### src/rtl/lzc_pkg.sv
// ----------------------------------------------------------------------------
// lzc_pkg: shared types for the Lempel-Ziv complexity block
// Controller states and the command/status groups passed between the
// controller and the datapath, plus the fixed port widths.
// ----------------------------------------------------------------------------
package lzc_pkg;

  // Fixed field widths of the ports
  localparam int SYMBOL_IN_W  = 8;
  localparam int COMPLEXITY_W = 13;

  // Controller states
  typedef enum logic [2:0] {
    ST_IDLE,
    ST_INIT,
    ST_READ,
    ST_CMP,
    ST_DONE
  } state_t;

  // Controller to datapath commands
  typedef struct packed {
    logic load;   // store one symbol (or flag overflow when full)
    logic init;   // set up the phrase search
    logic step;   // evaluate one comparison of the search
    logic clear;  // drop the finished sequence
  } cmd_t;

  // Datapath to controller status
  typedef struct packed {
    logic short_seq;  // stored sequence has at most one symbol
    logic finish;     // current comparison ends the search
  } status_t;

endpackage

### src/rtl/lzc_ctrl.sv
// ----------------------------------------------------------------------------
// lzc_ctrl: controller for the Lempel-Ziv complexity block
// Accepts symbols while idle, then sequences the phrase search as
// read/compare pairs and strobes the result for one cycle.
// ----------------------------------------------------------------------------
module lzc_ctrl (
  input  logic              clk,
  input  logic              rst,
  input  logic              start,
  input  logic              last_symbol,
  input  lzc_pkg::status_t  status,
  output lzc_pkg::cmd_t     cmd,
  output logic              busy,
  output logic              valid
);

  lzc_pkg::state_t state;
  lzc_pkg::state_t state_next;

  // State register
  always_ff @(posedge clk) begin
    if (rst) begin
      state <= lzc_pkg::ST_IDLE;
    end else begin
      state <= state_next;
    end
  end

  // Next state and commands
  always_comb begin
    state_next = state;
    cmd        = '0;
    busy       = 1'b1;
    valid      = 1'b0;
    case (state)
      lzc_pkg::ST_IDLE: begin
        busy = 1'b0;
        if (start) begin
          cmd.load = 1'b1;
          if (last_symbol) begin
            state_next = lzc_pkg::ST_INIT;
          end
        end
      end
      lzc_pkg::ST_INIT: begin
        cmd.init = 1'b1;
        state_next = status.short_seq ? lzc_pkg::ST_DONE : lzc_pkg::ST_READ;
      end
      lzc_pkg::ST_READ: begin
        // wait for the registered store reads
        state_next = lzc_pkg::ST_CMP;
      end
      lzc_pkg::ST_CMP: begin
        cmd.step = 1'b1;
        state_next = status.finish ? lzc_pkg::ST_DONE : lzc_pkg::ST_READ;
      end
      lzc_pkg::ST_DONE: begin
        valid      = 1'b1;
        cmd.clear  = 1'b1;
        state_next = lzc_pkg::ST_IDLE;
      end
      default: begin
        state_next = lzc_pkg::ST_IDLE;
      end
    endcase
  end

endmodule

### config.mk
export PLATFORM = sky130hd
export DESIGN_NAME = lzc_ctrl
export DESIGN_NICKNAME = d
export VERILOG_FILES = /design/src/rtl/lzc_pkg.sv /design/src/rtl/lzc_ctrl.sv
export SDC_FILE = /design/constraint.sdc
export NUM_CORES = 1
export LEC_CHECK = 0
export ABC_CLOCK_PERIOD_IN_PS = 1300
export BUFFER_PORTS_ARGS = -buffer_cell sky130_fd_sc_hd__buf_2
export CAP_MARGIN = 20
export CORE_AREA = 2 2 39 41
export CTS_BUF_LIST = sky130_fd_sc_hd__clkbuf_2 sky130_fd_sc_hd__clkbuf_4 sky130_fd_sc_hd__clkbuf_8
export DETAILED_ROUTE_END_ITERATION = 10
export DIE_AREA = 0 0 41 43
export PLACE_DENSITY = 0.45
export SKIP_LAST_GASP = 1
export SLEW_MARGIN = 20
export SYNTH_ARGS = -nofsm -noshare
export SYNTH_HDL_FRONTEND = slang
export SYNTH_SLANG_ARGS = --single-unit
### constraint.sdc
create_clock -name clk -period 1.3 [get_ports clk]
set_input_delay 0.13 -clock clk [delete_from_list [all_inputs] [get_ports clk]]
set_output_delay 0.13 -clock clk [all_outputs]
set_load 0.1 [all_outputs]
==> flow_metrics.tcl, run 1 <==
set metrics [dict create \
    worstPathMaxFanout 3 \
    ys_warn_count 0 \
    p_per_area_nw_per_um2 1040 \
    clk_pin_slew_ns 0.04 \
    finalMaxSlewViolations 0 \
    cts_hold_buf 0 \
    grt_max_degree 10 \
    synth_cell_type_count 14 \
    final_antenna_net_count 0 \
    skew_ns 0.00246 \
    start_util_pct 12.6 \
    overflow 0 \
    numCtsBuffers 3 \
    antenna_found_initial 0 \
    drc_errors 0 \
    status "finished with violations" \
    max_freq_mhz 721 \
    synth_top_area_share_pct 34.5 \
    hold_viol_final 0 \
    antenna_cells 0 \
    wl_um 574 \
    cp_data_required_time_ns 1.17 \
    combPwrFrac_pct 38.9 \
    cell_internal_pwr_w 0.000295 \
    cts_num_sinks 3 \
    routedWlPerCell_um 11.0 \
    syn-num-nets 23 \
    cp_data_arrival_time_ns 1.26 \
    hold_path_class "in -> reg" \
    drv_cap 0 \
    root_buffer "clkbuf_4" \
    htree_levels 1 \
    grt_pass1_vias 226 \
    dieWidth_um 41 \
    end_kind "output pin" \
    grt_setup_unrepaired "true" \
    critPathKind "reg -> out" \
    pwr-share-clk_pct 39.3 \
    cts_tree "done" \
    syn_to_final_growth_pct 159 \
    slew_headroom_pct 61.0 \
    layout-drive-gt1-share_pct 86.1 \
    drt-initial-drc-count 0 \
    core_area_um2 1380 \
    holdWs_ns 0.125 \
    fin_crit_ns 1.39 \
    tightestPinTransition_ns 0.581 \
    ir_worst_vdd_v 0.000367 \
    multi_input_area_um2 151 \
    period_share_pct 107 \
    violations "negative setup slack" \
    power.total_w 0.000466 \
    post_drt_via_cell_ratio 4.12 \
    row_count 14 \
    dieArea_um2 1760 \
    start_kind "flop" \
    seq_area_um2 71.3 \
    ys_ff_latch 3 \
    avgSynthCellArea_um2 10.2 \
    synth_top_area_cell "dfxtp_1" \
    yosys-top-cells-area "dfxtp_1 35%, a2111oi_2 8.6%, nor3b_1 8.6%" \
    ios 12 \
    synth_cells 17 \
    top_register "state" \
    hold_depth 2 \
    finalSetupViolations 4 \
    nFillCells 139 \
    clockBufferDepth 2 \
    fin_setup_tns_ns -0.162 \
    reg2reg_slack_ns 0.05 \
    syn_area_um2 174 \
    place.gp.congestion 0.643 \
    r2r_cells 3 \
    drtPass1Iterations 1 \
    p_leak_nw 0.181 \
    num_vias 214 \
    dpl_cell_area_um2 367 \
    p_sw_share_pct 36.8 \
    io_buffers 11 \
    ys_seq_area_share_pct 34.5 \
    fin_ws_ns -0.0870 \
    fp.dieH_um 43 \
    fin_area_um2 450 \
    power.switching_w 0.000171 \
    p_seq_share_pct 21.8 \
    grt_pass1_wl_um 910 \
    largest_reg_flops 3 \
    clock_latency_ns 0.23 \
    top_regs "state: 3 flops" \
    finalNetCount 43 \
    track_usage_pct 8.22 \
]
==> worst max-delay path, stage by stage, from the launching register on <==
cell and delay, ns:
dfxtp_4 0.34, or3_4 0.40, nor2_4 0.11, buf_12 0.18
==> power by group through the flow <==
| stage | sequential, W | combinational [W] | clock (W) |
|---|---|---|---|
| finish | 0.000102 | 0.000181 | 0.000183 |
| global route | 0.000103 | 0.000189 | 0.000202 |
| CTS | 0.000102 | 0.000176 | 0.000193 |
| detailed placement | 0.000107 | 0.000168 | 0 |
| global placement | 0.000106 | 0.000165 | 0 |
| floorplan | 0.000105 | 0.000119 | 0 |
==> cell usage after synthesis, drive strengths merged <==
library cell	count
a2111oi	1
a211oi	1
a21bo	1
and3b	1
buf	1
dfxtp	3
inv	1
mux2i	1
nor2	1
nor3b	2
nor4	1
nor4b	1
or3	1
or3b	1
==> layout by cell type, fill, tap and decap left out, drive strengths merged <==
master   count
or3b         1
buf         16
nor2         1
dfxtp        3
inv          1
and3b        1
a21bo        1
nor4         1
nor4b        1
a2111oi      1
clkbuf       4
or3          1
a211oi       1
nor3b        2
mux2i        1
==> repair_timing <==
action	in CTS	in global routing
endpoints found under the setup margin	5	7
resized for setup	3	2
setup buffers	3	1
pin swaps	3	2
==> logic make-up (layout without fill, tap and decap cells) <==
kind of cell / Yosys count / after routing / share of synthesized area [%]
AND/OR/NAND/NOR: 8 / 8 / 34.5
AO/OA/AOI/OAI: 3 / 3 / 18.7
flip-flops: 3 / 3 / 34.5
buffers and inverters: 2 / 21 / 6.47
multiplexers: 1 / 1 / 5.76
==> metrics by stage <==
step | utilization (%) | worst slack [ns] | instances
floorplan | - | -0.384 | 17
global placement | 26.5 | 0.107 | 44
detailed placement | 26.5 | 0.0552 | 44
CTS | 30.9 | -0.109 | 51
global route | 32.5 | -0.122 | 52
finish | 32.5 | -0.0870 | 52
==> metal layers <==
layer / track usage [%] / wire, um / up-vias
li1: - / - / 103
met1: 8.01 / 205 / 99
met2: 12.2 / 328 / 12
met3: 3.14 / 40 / 0
met4: 8.00 / 0 / 0
met5: 0 / 0 / -
==> worst paths after layout <==
check | start | end
max | state[2]$_SDFFE_PP0P_ | cmd[3]
min | rst | state[1]$_SDFFE_PP0P_
max reg2reg | state[1]$_SDFFE_PP0P_ | state[1]$_SDFFE_PP0P_
min reg2reg | state[0]$_SDFFE_PP0P_ | state[0]$_SDFFE_PP0P_
==> cell type report <==
type	instances	share of cell area, %
repair buffers	16	38.6
multi-input cells	12	33.6
flip-flops and latches	3	15.8
clock buffers	4	6.67
well taps	16	4.44
inverters	1	0.833
Power figures use the tool's default switching activity.
==> run 2: changes to the inputs <==
Settings changed: SKIP_CTS_REPAIR_TIMING set to 1, SKIP_LAST_GASP 1 to not set.
==> run 2 against run 1 <==
The run still ends with negative setup slack left; final area is 6.7% lower; total power decreased by 2.3%; combinational power decreased by 5%; critical path type unchanged.
==> flow_metrics.tcl, run 2 (synthesized netlist as in run 1, its figures left out) <==
set metrics [dict create \
    dp.cells 44 \
    fp.dieH_um 43 \
    htree_levels 1 \
    power.total_w 0.000456 \
    io_buffers 11 \
    ios 12 \
    status "finished with violations" \
    antenna_cells 0 \
    end_kind "output pin" \
    grt_max_degree 10 \
    largest_reg_flops 3 \
    clock_latency_ns 0.23 \
    start_kind "flop" \
    met2_usage_pct 10.9 \
    track_usage_pct 7.52 \
    drt-initial-drc-count 0 \
    place.gp.congestion 0.643 \
    fin_ws_ns -0.105 \
    dieArea_um2 1760 \
    finalNetCount 41 \
    met3_usage_pct 3.14 \
    dieWidth_um 41 \
    core_area_um2 1380 \
    tightestPinTransition_ns 0.446 \
    drc_errors 0 \
    layout-drive-gt1-share_pct 82.4 \
    numCtsBuffers 3 \
    drv_cap 0 \
    finalMaxSlewViolations 0 \
    max_freq_mhz 712 \
    routedWlPerCell_um 10.6 \
    violations "negative setup slack" \
    min_from "rst" \
    final_cells 50 \
    fin_crit_ns 1.41 \
    min_to "state[2]$_SDFFE_PP0P_" \
    r2r_cells 2 \
    cts_tree "done" \
    grt_pass1_wl_um 828 \
    row_count 14 \
    drtPass1Iterations 1 \
    hold_path_class "in -> reg" \
    antenna_found_initial 0 \
    root_buffer "clkbuf_4" \
    clockBufferDepth 2 \
    finalSetupViolations 4 \
    clk_pin_slew_ns 0.04 \
    top_register "state" \
    busiest_layer "met2" \
    grt_pass1_vias 209 \
    worstPathMaxFanout 5 \
    final_cell_mix "5 x buf_2, 5 x buf_12, 4 x clkbuf_4" \
    reg2reg_slack_ns 0.05 \
    post_drt_via_cell_ratio 4.14 \
    overflow 0 \
    hold_depth 2 \
    start_util_pct 12.6 \
    utilization_pct 30.4 \
    p_per_area_nw_per_um2 1080 \
    rr_endpoint "state[1]$_SDFFE_PP0P_" \
    syn_to_final_growth_pct 142 \
    wl_um 529 \
    ir_worst_vdd_v 0.000366 \
    fin_setup_tns_ns -0.220 \
    slew_headroom_pct 70.1 \
    cp_data_arrival_time_ns 1.28 \
    critPathKind "reg -> out" \
    cts_num_sinks 3 \
    period_share_pct 108 \
    r2r_start "state[0]$_SDFFE_PP0P_" \
    grt_setup_unrepaired "true" \
    top_regs "state: 3 flops" \
    p_leak_nw 0.168 \
    hold_viol_final 0 \
    num_vias 207 \
    final_antenna_net_count 0 \
    cp_data_required_time_ns 1.17 \
    grt.met1_usage_pct 7.05 \
    skew_ns 0.00148 \
]
## run 2: final cells by class
class                      count  area [um^2]
clock buffer                   4         30.0
fill                         141          963
inverter                       1         3.75
multi-input combinational     12          136
sequential                     3         71.3
tap                           16         20.0
timing repair buffer          14          159
## run 2: power by group
| group | internal, W | switching [W] |
|---|---|---|
| combinational | 0.0000610 | 0.000111 |
| clock | 0.000136 | 0.0000449 |
| sequential | 0.0000938 | 0.00000918 |
| total | 0.000290 | 0.000165 |
## run 2: per-layer routing
metal	wire, um	vias up
met1	198	96
met3	42	0
met4	0	0
met2	288	12
li1	-	99
met5	0	-
## run 2: how the worst max path moves through the flow
stage / start / to / cells after the start
global placement: state[0]$_SDFFE_PP0P_ / cmd[3] / 3
floorplan: state[2]$_SDFFE_PP0P_ / cmd[0] / 2
finish: state[2]$_SDFFE_PP0P_ / cmd[3] / 3
CTS: state[0]$_SDFFE_PP0P_ / cmd[3] / 3
global route: state[2]$_SDFFE_PP0P_ / cmd[3] / 3
detailed placement: state[0]$_SDFFE_PP0P_ / state[1]$_SDFFE_PP0P_ / 2
## run 2: per-stage QoR
step | worst slack (ns) | cell area [um^2] | hold WS, ns
after floorplan | -0.384 | 229 | 0.197
after global placement | 0.107 | 367 | 0.327
after detailed placement | 0.0552 | 367 | 0.345
after CTS | -0.165 | 397 | 0.0952
after global routing | -0.144 | 420 | 0.0922
final | -0.105 | 420 | 0.112
## run 2: worst max-delay path: stages, from the launching register on
cell,delay [ns]
dfxtp_4,0.35
or3_4,0.40
nor2_4,0.11
buf_12,0.18
